<file path="config.mk">
export PLATFORM = sky130hd
export DESIGN_NAME = pre_ctrl
export DESIGN_NICKNAME = d
export VERILOG_FILES = /design/src/sv/pre_pkg.sv /design/src/sv/pre_ctrl.sv
export SDC_FILE = /design/constraint.sdc
export NUM_CORES = 1
export LEC_CHECK = 0
export ABC_AREA = 1
export BUFFER_PORTS_ARGS = -buffer_cell sky130_fd_sc_hd__buf_4
export CAP_MARGIN = 20
export CORE_MARGIN = 1.5
export CORE_UTILIZATION = 58
export DETAILED_ROUTE_END_ITERATION = 10
export PLACE_DENSITY = 0.86
export SLEW_MARGIN = 40
export SYNTH_ARGS = -nofsm -noshare
export SYNTH_HDL_FRONTEND = slang
export SYNTH_SLANG_ARGS = --single-unit
</file>
<file path="constraint.sdc">
create_clock -name clk -period 3.07 [get_ports clk]
set_input_delay 0.921 -clock clk [delete_from_list [all_inputs] [get_ports clk]]
set_output_delay 0.921 -clock clk [all_outputs]
set_load 0.005 [all_outputs]
</file>
<file path="src/sv/pre_pkg.sv">
// shared types, command codes, datapath operation codes and bresenham helpers
package pre_pkg;

  typedef logic signed [13:0] coord_t;
  typedef logic signed [15:0] err_t;
  typedef logic signed [23:0] cerr_t;

  typedef struct packed {
    logic [2:0]         command;
    logic signed [11:0] ax;
    logic signed [11:0] ay;
    logic signed [11:0] bx;
    logic signed [11:0] by;
    logic signed [11:0] cx;
    logic signed [11:0] cy;
    logic [10:0]        radius;
    logic [7:0]         paint;
  } cmd_t;

  typedef struct packed {
    logic [7:0] read_value;
    logic       read_inside;
  } res_t;

  localparam logic [2:0] CMD_PIXEL   = 3'd0;
  localparam logic [2:0] CMD_LINE    = 3'd1;
  localparam logic [2:0] CMD_OUTLINE = 3'd2;
  localparam logic [2:0] CMD_BOX     = 3'd3;
  localparam logic [2:0] CMD_CIRCLE  = 3'd4;
  localparam logic [2:0] CMD_TRI     = 3'd5;
  localparam logic [2:0] CMD_READ    = 3'd6;

  localparam logic [4:0] OP_NONE      = 5'd0;
  localparam logic [4:0] OP_LOAD      = 5'd1;
  localparam logic [4:0] OP_PIX       = 5'd2;
  localparam logic [4:0] OP_LINE_INIT = 5'd3;
  localparam logic [4:0] OP_LINE      = 5'd4;
  localparam logic [4:0] OP_OL_SET    = 5'd5;
  localparam logic [4:0] OP_SPAN      = 5'd6;
  localparam logic [4:0] OP_BOX_INIT  = 5'd7;
  localparam logic [4:0] OP_BOX_ROW   = 5'd8;
  localparam logic [4:0] OP_ROW_INC   = 5'd9;
  localparam logic [4:0] OP_CIR_INIT  = 5'd10;
  localparam logic [4:0] OP_CIR       = 5'd11;
  localparam logic [4:0] OP_TRI_INIT  = 5'd12;
  localparam logic [4:0] OP_TRI_A     = 5'd13;
  localparam logic [4:0] OP_TRI_B     = 5'd14;
  localparam logic [4:0] OP_TRI_SET   = 5'd15;
  localparam logic [4:0] OP_RD        = 5'd16;
  localparam logic [4:0] OP_RESULT    = 5'd17;

  typedef struct packed {
    logic [4:0] op;
    logic [1:0] pass;
    logic       is_read;
  } ctl_t;

  typedef struct packed {
    logic a_end;
    logic span_last;
    logic span_void;
    logic box_void;
    logic row_last;
    logic cir_last;
    logic tri_flat;
    logic tri_a_moved;
    logic b_moved;
    logic b_bottom;
  } stat_t;

  // sx, sy set means the walker steps towards smaller coordinates
  typedef struct packed {
    coord_t x;
    coord_t y;
    coord_t tx;
    coord_t ty;
    coord_t dx;
    coord_t dy;
    logic   sx;
    logic   sy;
    err_t   err;
  } walker_t;

  function automatic walker_t wk_init(coord_t x0, coord_t y0, coord_t x1, coord_t y1);
    walker_t w;
    coord_t  adx;
    coord_t  ady;
    coord_t  ndy;
    adx = x1 - x0;
    if (adx < 0) adx = -adx;
    ady = y1 - y0;
    if (ady < 0) ady = -ady;
    ndy = -ady;
    w.x = x0;
    w.y = y0;
    w.tx = x1;
    w.ty = y1;
    w.dx = adx;
    w.dy = ndy;
    w.sx = !(x0 < x1);
    w.sy = !(y0 < y1);
    w.err = err_t'(adx) + err_t'(ndy);
    return w;
  endfunction

  function automatic logic wk_moves(walker_t w);
    logic signed [16:0] e2;
    logic signed [16:0] dx17;
    e2 = {w.err, 1'b0};
    dx17 = 17'(w.dx);
    return e2 <= dx17;
  endfunction

  function automatic walker_t wk_step(walker_t w);
    walker_t n;
    logic signed [16:0] e2;
    logic signed [16:0] dx17;
    logic signed [16:0] dy17;
    n = w;
    e2 = {w.err, 1'b0};
    dx17 = 17'(w.dx);
    dy17 = 17'(w.dy);
    if (e2 >= dy17) begin
      n.err = n.err + err_t'(w.dy);
      n.x = w.sx ? w.x - 14'sd1 : w.x + 14'sd1;
    end
    if (e2 <= dx17) begin
      n.err = n.err + err_t'(w.dx);
      n.y = w.sy ? w.y - 14'sd1 : w.y + 14'sd1;
    end
    return n;
  endfunction

endpackage

</file>
<file path="src/sv/pre_ctrl.sv">
// command sequencer: walks each draw command through its datapath operations
module pre_ctrl import pre_pkg::*; (
  input  logic       clk,
  input  logic       rst,
  input  logic       cmd_valid,
  output logic       cmd_ready,
  input  logic [2:0] command,
  output logic       res_valid,
  input  logic       res_ready,
  input  stat_t      st,
  output ctl_t       ctl
);

  localparam logic [4:0] S_IDLE      = 5'd0;
  localparam logic [4:0] S_PIX       = 5'd1;
  localparam logic [4:0] S_LINE_INIT = 5'd2;
  localparam logic [4:0] S_LINE      = 5'd3;
  localparam logic [4:0] S_OL_SET    = 5'd4;
  localparam logic [4:0] S_OL_RUN    = 5'd5;
  localparam logic [4:0] S_BOX_INIT  = 5'd6;
  localparam logic [4:0] S_BOX_ROW   = 5'd7;
  localparam logic [4:0] S_BOX_RUN   = 5'd8;
  localparam logic [4:0] S_BOX_NEXT  = 5'd9;
  localparam logic [4:0] S_CIR_INIT  = 5'd10;
  localparam logic [4:0] S_CIR       = 5'd11;
  localparam logic [4:0] S_TRI_INIT  = 5'd12;
  localparam logic [4:0] S_TRI_A     = 5'd13;
  localparam logic [4:0] S_TRI_B     = 5'd14;
  localparam logic [4:0] S_TRI_SET   = 5'd15;
  localparam logic [4:0] S_TRI_RUN   = 5'd16;
  localparam logic [4:0] S_TRI_CHK   = 5'd17;
  localparam logic [4:0] S_RD        = 5'd18;
  localparam logic [4:0] S_RW1       = 5'd19;
  localparam logic [4:0] S_RW2       = 5'd20;
  localparam logic [4:0] S_FIN       = 5'd21;

  logic [4:0] state, state_next;
  logic [1:0] pass, pass_next;
  logic       is_read, is_read_next;
  logic       res_valid_next;

  always_comb begin
    state_next = state;
    pass_next = pass;
    is_read_next = is_read;
    res_valid_next = res_valid && !res_ready;
    cmd_ready = 1'b0;
    ctl.op = OP_NONE;
    ctl.pass = pass;
    ctl.is_read = is_read;
    unique case (state)
      S_IDLE: begin
        cmd_ready = 1'b1;
        if (cmd_valid) begin
          ctl.op = OP_LOAD;
          is_read_next = (command == CMD_READ);
          pass_next = 2'd0;
          case (command)
            CMD_PIXEL:   state_next = S_PIX;
            CMD_LINE:    state_next = S_LINE_INIT;
            CMD_OUTLINE: state_next = S_OL_SET;
            CMD_BOX:     state_next = S_BOX_INIT;
            CMD_CIRCLE:  state_next = S_CIR_INIT;
            CMD_TRI:     state_next = S_TRI_INIT;
            CMD_READ:    state_next = S_RD;
            default:     state_next = S_FIN;
          endcase
        end
      end
      S_PIX: begin
        ctl.op = OP_PIX;
        state_next = S_FIN;
      end
      S_LINE_INIT: begin
        ctl.op = OP_LINE_INIT;
        state_next = S_LINE;
      end
      S_LINE: begin
        ctl.op = OP_LINE;
        if (st.a_end) state_next = S_FIN;
      end
      S_OL_SET: begin
        ctl.op = OP_OL_SET;
        state_next = S_OL_RUN;
      end
      S_OL_RUN: begin
        ctl.op = OP_SPAN;
        if (st.span_last) begin
          if (pass == 2'd3) begin
            state_next = S_FIN;
          end else begin
            pass_next = pass + 2'd1;
            state_next = S_OL_SET;
          end
        end
      end
      S_BOX_INIT: begin
        ctl.op = OP_BOX_INIT;
        state_next = st.box_void ? S_FIN : S_BOX_ROW;
      end
      S_BOX_ROW: begin
        ctl.op = OP_BOX_ROW;
        // an empty column range stays empty on every row
        state_next = st.span_void ? S_FIN : S_BOX_RUN;
      end
      S_BOX_RUN: begin
        ctl.op = OP_SPAN;
        if (st.span_last) state_next = st.row_last ? S_FIN : S_BOX_NEXT;
      end
      S_BOX_NEXT: begin
        ctl.op = OP_ROW_INC;
        state_next = S_BOX_ROW;
      end
      S_CIR_INIT: begin
        ctl.op = OP_CIR_INIT;
        state_next = S_CIR;
      end
      S_CIR: begin
        ctl.op = OP_CIR;
        if (st.cir_last) state_next = S_FIN;
      end
      S_TRI_INIT: begin
        ctl.op = OP_TRI_INIT;
        state_next = st.tri_flat ? S_LINE : S_TRI_A;
      end
      S_TRI_A: begin
        ctl.op = OP_TRI_A;
        if (st.tri_a_moved) state_next = S_TRI_B;
      end
      S_TRI_B: begin
        ctl.op = OP_TRI_B;
        if (st.b_moved) state_next = S_TRI_SET;
      end
      S_TRI_SET: begin
        ctl.op = OP_TRI_SET;
        state_next = st.span_void ? S_TRI_CHK : S_TRI_RUN;
      end
      S_TRI_RUN: begin
        ctl.op = OP_SPAN;
        if (st.span_last) state_next = S_TRI_CHK;
      end
      S_TRI_CHK: begin
        state_next = st.b_bottom ? S_FIN : S_TRI_A;
      end
      S_RD: begin
        ctl.op = OP_RD;
        state_next = S_RW1;
      end
      S_RW1: state_next = S_RW2;
      S_RW2: state_next = S_FIN;
      S_FIN: begin
        if (!res_valid || res_ready) begin
          ctl.op = OP_RESULT;
          res_valid_next = 1'b1;
          state_next = S_IDLE;
        end
      end
      default: state_next = S_IDLE;
    endcase
  end

  always_ff @(posedge clk) begin
    if (rst) begin
      state <= S_IDLE;
      pass <= 2'd0;
      is_read <= 1'b0;
      res_valid <= 1'b0;
    end else begin
      state <= state_next;
      pass <= pass_next;
      is_read <= is_read_next;
      res_valid <= res_valid_next;
    end
  end

endmodule

</file>
==> results of run 1 <==
per-layer routing:
layer / track usage (%) / up-vias / wire length [µm]
met5: 0 / - / 0
met2: 50.26 / 76 / 1604
met1: 44.25 / 613 / 1440
li1: - / 713 / -
met4: 15.14 / 0 / 128
met3: 9.630 / 14 / 324
synth_stat cells (2+ instances only):
library cell,count
a21oi_1,5
a21oi_2,5
dfxtp_1,9
inv_1,14
inv_2,6
nand2_1,56
nand2_2,6
nand2_4,2
nand3_1,25
nand3_2,2
nand3b_1,4
nand4_1,4
nor2_1,40
nor2_2,5
nor2_4,5
o21ai_0,5
flip-flops by register name, summed over array words and instances (netlist names):
signal / count
res_valid: 1
is_read: 1
pass: 2
state: 5
stage by stage:
stage	power (mW)	area (µm²)	hold slack, ps
6_report	1.175	1415	475.9
2_1_floorplan	0.8275	1186	454.1
5_1_grt	1.283	1415	500.7
3_5_place_dp	1.065	1389	470.0
3_3_place_gp	1.049	1389	473.3
4_1_cts	1.165	1415	478.5
cells by family (layout without fill, tap and decap cells):
logic type	after synthesis	in the layout	synth area share (%)
and+or+nand+nor	154	154	63.50
AOI/OAI and AO/OA	17	17	10.34
buffers and inverters	25	52	9.915
DFF	9	9	15.19
adders and majority gates	1	1	1.055
worst max-delay path by stage:
stage,start,endpoint,slack (ps),cells past startpoint
2_1_floorplan,res_ready,ctl[3],780,3
3_3_place_gp,res_ready,ctl[3],380,5
3_5_place_dp,res_ready,ctl[3],320,5
4_1_cts,state[1],ctl[3],260,8
5_1_grt,state[1],ctl[3],30,8
6_report,state[1],ctl[3],220,8
tightest hold or removal path, stage by stage (launching register included):
cell and delay (ps):
dfxtp_1 310, o21ai_0 60, a21oi_1 60
where the power goes:
group | internal (mW) | switching (mW) | total [mW]
combinational | 0.331 | 0.543 | 0.874
clock | 0.0503 | 0.0451 | 0.0954
sequential | 0.149 | 0.0570 | 0.206
layout make-up:
| cell class | count | area [µm²] | area share (%) |
|---|---|---|---|
| multi-input cells | 172 | 888.4 | 62.78 |
| repair buffers | 27 | 202.7 | 14.32 |
| flip-flops and latches | 9 | 180.2 | 12.73 |
| inverters | 21 | 83.83 | 5.924 |
| well taps | 27 | 33.78 | 2.387 |
| clock buffers | 4 | 26.28 | 1.857 |
==> results.yml, run 1 <==
drt:
  wl_per_cell_um: 13.45
  via_per_inst: 5.446
  first_iter_violations: 76
  ant_nets: 0
  routed_wl_mm: 3.498
  vias: 1416
  drt_pass1_iterations: 4
  drc_errors: 0
sta:
  maxSlewHeadroom_pct: 74.18
  drv_slew: 0
  fin_ws_ps: 218.7
  rsz0062_at_grt: "no"
  finalCritPeriodShare_pct: 92.88
  hold_viol_final: 0
  final.setup_skew_ps: 4.386
  setup_violations: 0
  min_period_ps: 2851
  fmax_ghz: 0.3507
  tns_ps: 0
  worstMarginPinSlew_ps: 386.7
clocking:
  tritoncts: "yes"
  cts.htree.levels: 1
  cts_root_buf: "clkbuf_4"
  clk-insertion-delay-late_ps: 270
  clock_sinks: 9
  cts_hold_buf: 0
  cts_made_buffers: 3
  cts_setup_buffers: 0
  cts_buffer_depth: 2
  cts_resized: 0
  path_clk_slew_ps: 60
yosys:
  ys_warn_count: 0
  synth-seq-area-share_pct: 15.19
  synthTopCellsByArea: "nand2_1, dfxtp_1, nor2_1, nand3_1, nor2_4"
  ys_ff_latch: 9
  synth_largest_area_cell: "nand2_1"
  synth_area_mm2: 0.001186
  syn_avg_cell_area_um2: 5.758
  synth_edf_count: 0
  netlist.area_leader.share_pct: 17.72
  synth-async-reset-ratio_pct: 0
  syn_inst: 206
  ys_types: 29
  synth_flop_cell: "dfxtp_1"
  synth_nets: 224
run_status:
  outcome: "completed"
setup_path:
  crit_chain: "nor2_2 > nand2_2 > inv_1 > nand2_1 > nor2_1 > nor3b_1 > nand4_1 > buf_4"
  slowest_delay_ps: 500
  cp.required_ps: 2150
  cp_max_fo: 8
  reg2reg_depth: 8
  reg2reg_from: "state[3]"
  critPathLaunchType: "flip-flop"
  path_class: "flip-flop to output pin"
  critical-path-top-delay-family: "simple AND/OR/NAND/NOR gates"
  worst_setup_path_end_kind: "output pin"
  critPathSlowestCell: "dfxtp_1"
  reg2reg_setup_slack_ps: 1350
  arrival_ps: 1930
  worst-path-buf-inv: 2
  r2r_end: "state[1]"
placement:
  place.gp.congestion: 0.9928
  dp_cells: 256
  place_ws_ps: 318.9
  io_buffer_count: 26
  dp_hpwl_mm: 2.835
power:
  p_leak_nw: 0.7621
  cellPowerDensity_mw_per_mm2: 830.5
  ir_worst_vdd_mv: 0.5218
layout:
  mostFrequentLayoutCells: "nand2_1, nor2_1, buf_4"
  final_common_cell: "nand2_1"
  fin_cells: 260
  drive_gt1_share_pct: 27.90
  fill_cells: 171
  syn_to_final_growth_pct: 19.30
  utilization_pct: 72.87
  antenna_cells: 0
  fin_nets: 252
floorplanning:
  ios: 27
  core_area_mm2: 0.001942
  row_count: 16
  fp.dieH_um: 48.22
  die_w_um: 48.22
  initial_core_util_pct: 61.08
  die_area_mm2: 0.002325
global_route:
  antenna_found_initial: 0
  grt_pass1_wl_mm: 5.306
  grt_max_degree: 11
  grt_pass1_vias: 1178
  grtUsageTotal_pct: 33.53
  grt.overflow.total: 0
min_path:
  hold_class: "flip-flop to flip-flop"
  min_to: "is_read"
  hold_depth: 2
  worstHoldStart: "is_read"
run:
  maxCapViolations: 0
Power figures use the tool's default switching activity.
==> run 2: changes to the inputs <==
Settings changed: SETUP_SLACK_MARGIN set to 0.3.
==> results.yml, run 2 (synthesized netlist as in run 1, its figures left out) <==
floorplanning:
  ios: 27
  initial_core_util_pct: 61.08
  die_w_um: 48.22
  core_area_mm2: 0.001942
  row_count: 16
  die_area_mm2: 0.002325
  fp.dieH_um: 48.22
sta:
  min_period_ps: 2693
  finalCritPeriodShare_pct: 87.71
  fmax_ghz: 0.3714
  worstMarginPinSlew_ps: 332.8
  maxSlewHeadroom_pct: 77.79
  drv_slew: 0
  hold_viol_final: 0
  tns_ps: 0
  setup_violations: 0
  final.setup_skew_ps: 4.018
  rsz0062_at_grt: "yes"
drt:
  via_per_inst: 5.462
  ant_nets: 0
  drt_pass1_iterations: 5
  first_iter_violations: 77
  wl_per_cell_um: 13.42
  drc_errors: 0
  routed_wl_mm: 3.488
  vias: 1420
layout:
  largest-register: "state"
  fin_nets: 252
  largest_reg_flops: 5
  drive_gt1_share_pct: 30.04
  utilization_pct: 73.39
  design_area_mm2: 0.001425
  antenna_cells: 0
  final_common_cell: "nand2_1"
  syn_to_final_growth_pct: 20.15
  largestRegisters: "state: 5 flops, pass: 2 flops"
  mostFrequentLayoutCells: "nand2_1, nor2_1, buf_4"
placement:
  placed_area_mm2: 0.001389
  dp_hpwl_mm: 2.835
  place.gp.congestion: 0.9928
  io_buffer_count: 26
clocking:
  clk-insertion-delay-late_ps: 280
  cts.htree.levels: 1
  path_clk_slew_ps: 60
  cts_root_buf: "clkbuf_4"
  cts_setup_buffers: 0
  clock_sinks: 9
  cts_buffer_depth: 2
  cts_made_buffers: 3
  cts_hold_buf: 0
  tritoncts: "yes"
global_route:
  top_usage_layer: "met2"
  grt_pass1_vias: 1178
  use_met2_pct: 50.26
  grt_max_degree: 11
  met3_usage_pct: 9.630
  grtUsageMet1_pct: 44.25
  grt.overflow.total: 0
  grtUsageTotal_pct: 33.53
  antenna_found_initial: 0
  grt_pass1_wl_mm: 5.306
power:
  ir_worst_vdd_mv: 0.5137
  power_mw: 1.191
  cellPowerDensity_mw_per_mm2: 835.9
  p_leak_nw: 0.7662
setup_path:
  reg2reg_setup_slack_ps: 1480
  crit_path_end: "ctl[3]"
  critPathSlowestCell: "dfxtp_1"
  arrival_ps: 1770
  setup.worst_path.start: "state[4]"
  cp_max_fo: 8
  reg2reg_depth: 10
  slowest_delay_ps: 350
  r2r_end: "state[0]"
  crit_chain: "inv_1 > nand2_2 > inv_1 > nand2_1 > nor2_1 > nor3b_2 > nand4_1 > buf_4"
  worst_setup_path_end_kind: "output pin"
  path_class: "flip-flop to output pin"
  critPathLaunchType: "flip-flop"
  cp.required_ps: 2150
  reg2reg_from: "state[2]"
  critical_path.most_common_cell: "inv_1"
min_path:
  hold_depth: 2
  hold_class: "flip-flop to flip-flop"
run:
  maxCapViolations: 0
run_status:
  outcome: "completed"
run 2: per-stage QoR:
step	hold WS, ps	std cells	setup WS, ps
6_report	478.6	260	377.3
5_1_grt	500.7	260	281.7
4_1_cts	478.5	260	304.9
3_5_place_dp	470.0	256	318.9
3_3_place_gp	473.3	256	381.4
2_1_floorplan	454.1	206	777.3
run 2: cell type report:
class,count,area [µm²]
fillers,171,516.7
multi-input cells,172,893.4
inverters,21,83.83
flip-flops and latches,9,185.2
clock buffers,4,26.28
repair buffers,27,202.7
well taps,27,33.78
run 2: worst min-delay path by stage:
stage	endpoint	from
detailed placement	is_read	is_read
finish	is_read	is_read
global route	is_read	is_read
global placement	is_read	is_read
floorplan	is_read	is_read
CTS	is_read	is_read
run 2: routing by layer:
| layer | routed length [µm] | share of wire (%) |
|---|---|---|
| met3 | 271 | 7.8 |
| met1 | 1446 | 41 |
| met5 | 0 | 0 |
| met4 | 127 | 3.6 |
| met2 | 1643 | 47 |
run 2: critical path, delay by kind of cell (launching register included):
kind,cells,cell delay (ps)
buf+inv,3,400
flops,1,350
simple gates,5,740
run 2: report_power, final:
| part | total, mW | internal [mW] | switching, mW |
|---|---|---|---|
| combinational | 0.884 | 0.335 | 0.549 |
| sequential | 0.209 | 0.153 | 0.0553 |
| clock | 0.0984 | 0.0505 | 0.0479 |
| total | 1.19 | 0.539 | 0.652 |
run 2: repair_timing:
action	in CTS	in global routing
cloned	0	0
resized for setup	1	4
setup endpoints to repair	1	3
==> run 3: changes to the inputs <==
Clock period 3.07 ns to 3.3 ns, I/O delays scaled along.
==> results.yml, run 3 (synthesized netlist as in run 1, its figures left out) <==
drt:
  first_iter_violations: 92
  wl_per_cell_um: 13.41
  drt_pass1_iterations: 4
  routed_wl_mm: 3.473
  vias: 1469
  drc_errors: 0
  ant_nets: 0
  via_per_inst: 5.672
placement:
  placed_area_mm2: 0.001381
  io_buffer_count: 26
  place.gp.congestion: 0.9525
  dp_hpwl_mm: 2.826
layout:
  fin_nets: 251
  antenna_cells: 0
  drive_gt1_share_pct: 28.88
  multiInputGateArea_um2: 893.4
  syn_to_final_growth_pct: 19.51
  largest_reg_flops: 5
  fill_cells: 175
  utilization_pct: 73.00
  design_area_mm2: 0.001418
  largestRegisters: "state: 5 flops, pass: 2 flops"
  final_common_cell: "nand2_1"
  largest-register: "state"
  mostFrequentLayoutCells: "nand2_1, nor2_1, buf_4"
  ff_latch_area_um2: 185.2
global_route:
  grt.overflow.total: 0
  antenna_found_initial: 0
  met3_usage_pct: 8.519
  grt_pass1_vias: 1191
  grt_max_degree: 12
  top_usage_layer: "met2"
  grtUsageMet1_pct: 40.53
  use_met2_pct: 55.53
  grtUsageTotal_pct: 32.48
  grt_pass1_wl_mm: 5.168
min_path:
  hold_class: "flip-flop to flip-flop"
run_status:
  outcome: "completed"
floorplanning:
  die_w_um: 48.22
  core_area_mm2: 0.001942
  row_count: 16
  fp.dieH_um: 48.22
  die_area_mm2: 0.002325
  initial_core_util_pct: 61.08
  ios: 27
sta:
  min_period_ps: 2853
  rsz0062_at_grt: "no"
  fmax_ghz: 0.3505
  worstMarginPinSlew_ps: 418.7
  setup_violations: 0
  drv_slew: 0
  hold_viol_final: 0
  finalCritPeriodShare_pct: 86.46
  hold_ws_ps: 500.6
  final.setup_skew_ps: 4.590
  maxSlewHeadroom_pct: 72.05
  tns_ps: 0
run:
  maxCapViolations: 0
clocking:
  cts_buffer_depth: 2
  path_clk_slew_ps: 60
  tritoncts: "yes"
  cts_made_buffers: 3
  cts_root_buf: "clkbuf_4"
  cts_hold_buf: 0
  clock_sinks: 9
  cts.htree.levels: 1
  clk-insertion-delay-late_ps: 270
setup_path:
  path_class: "input port to output pin"
  reg2reg_setup_slack_ps: 1520
  critPathLaunchType: "input port"
  cp_max_fo: 2
  arrival_ps: 1860
  worst_setup_path_end_kind: "output pin"
  cp.required_ps: 2310
power:
  ir_worst_vdd_mv: 0.4245
  cellPowerDensity_mw_per_mm2: 775.7
  p_leak_nw: 0.7604
==> run 3: changes by cell type in the layout (fill, tap and decap cells not counted), sizes merged <==
cell	change
buf	-1
==> run 3: power by group <==
part	total (mW)	internal (mW)	switching, mW	leakage [nW]
Combinational	0.807	0.308	0.499	0.671
Sequential	0.203	0.142	0.0618	0.0748
Clock	0.0894	0.0468	0.0426	0.0150
Total	1.10	0.497	0.603	0.760
==> run 3: layout make-up <==
cell class,count,area share (%)
Multi-Input combinational cell,172,63.02
Tap cell,27,2.383
Inverter,21,5.914
Clock buffer,4,1.853
Sequential cell,9,13.06
Timing Repair Buffer,26,13.77
==> run 3: timing repair <==
item	in CTS	in global routing
endpoints found under the setup margin	1	1
setup buffers	0	0
resized for setup	1	3
==> run 3: worst max-delay path, cell delays in order <==
cell and delay [ps]:
buf_4 110, o21ai_0 260, nor3b_2 260, nand4_1 100, buf_4 150
==> run 3: per-stage QoR <==
| stage | cells | worst slack, ps | total power [mW] |
|---|---|---|---|
| after floorplan | 206 | 869.3 | 0.7699 |
| after global placement | 255 | 477.6 | 0.9729 |
| after detailed placement | 255 | 441.7 | 0.9855 |
| after CTS | 259 | 423.7 | 1.077 |
| after global routing | 259 | 388.1 | 1.193 |
| final | 259 | 446.9 | 1.100 |
==> run 3: worst paths after layout <==
kind | to | cells past startpoint | from
setup / recovery | ctl[3] | 5 | res_ready
hold / removal | is_read | 2 | is_read
setup reg to reg | state[0] | 10 | state[2]
hold reg to reg | is_read | 2 | is_read
==> run 3: metal layers <==
layer	share of wire, %	up-vias
met5	0	-
met3	7.6	17
met2	49	80
met1	41	663
li1	-	709
met4	2.8	0
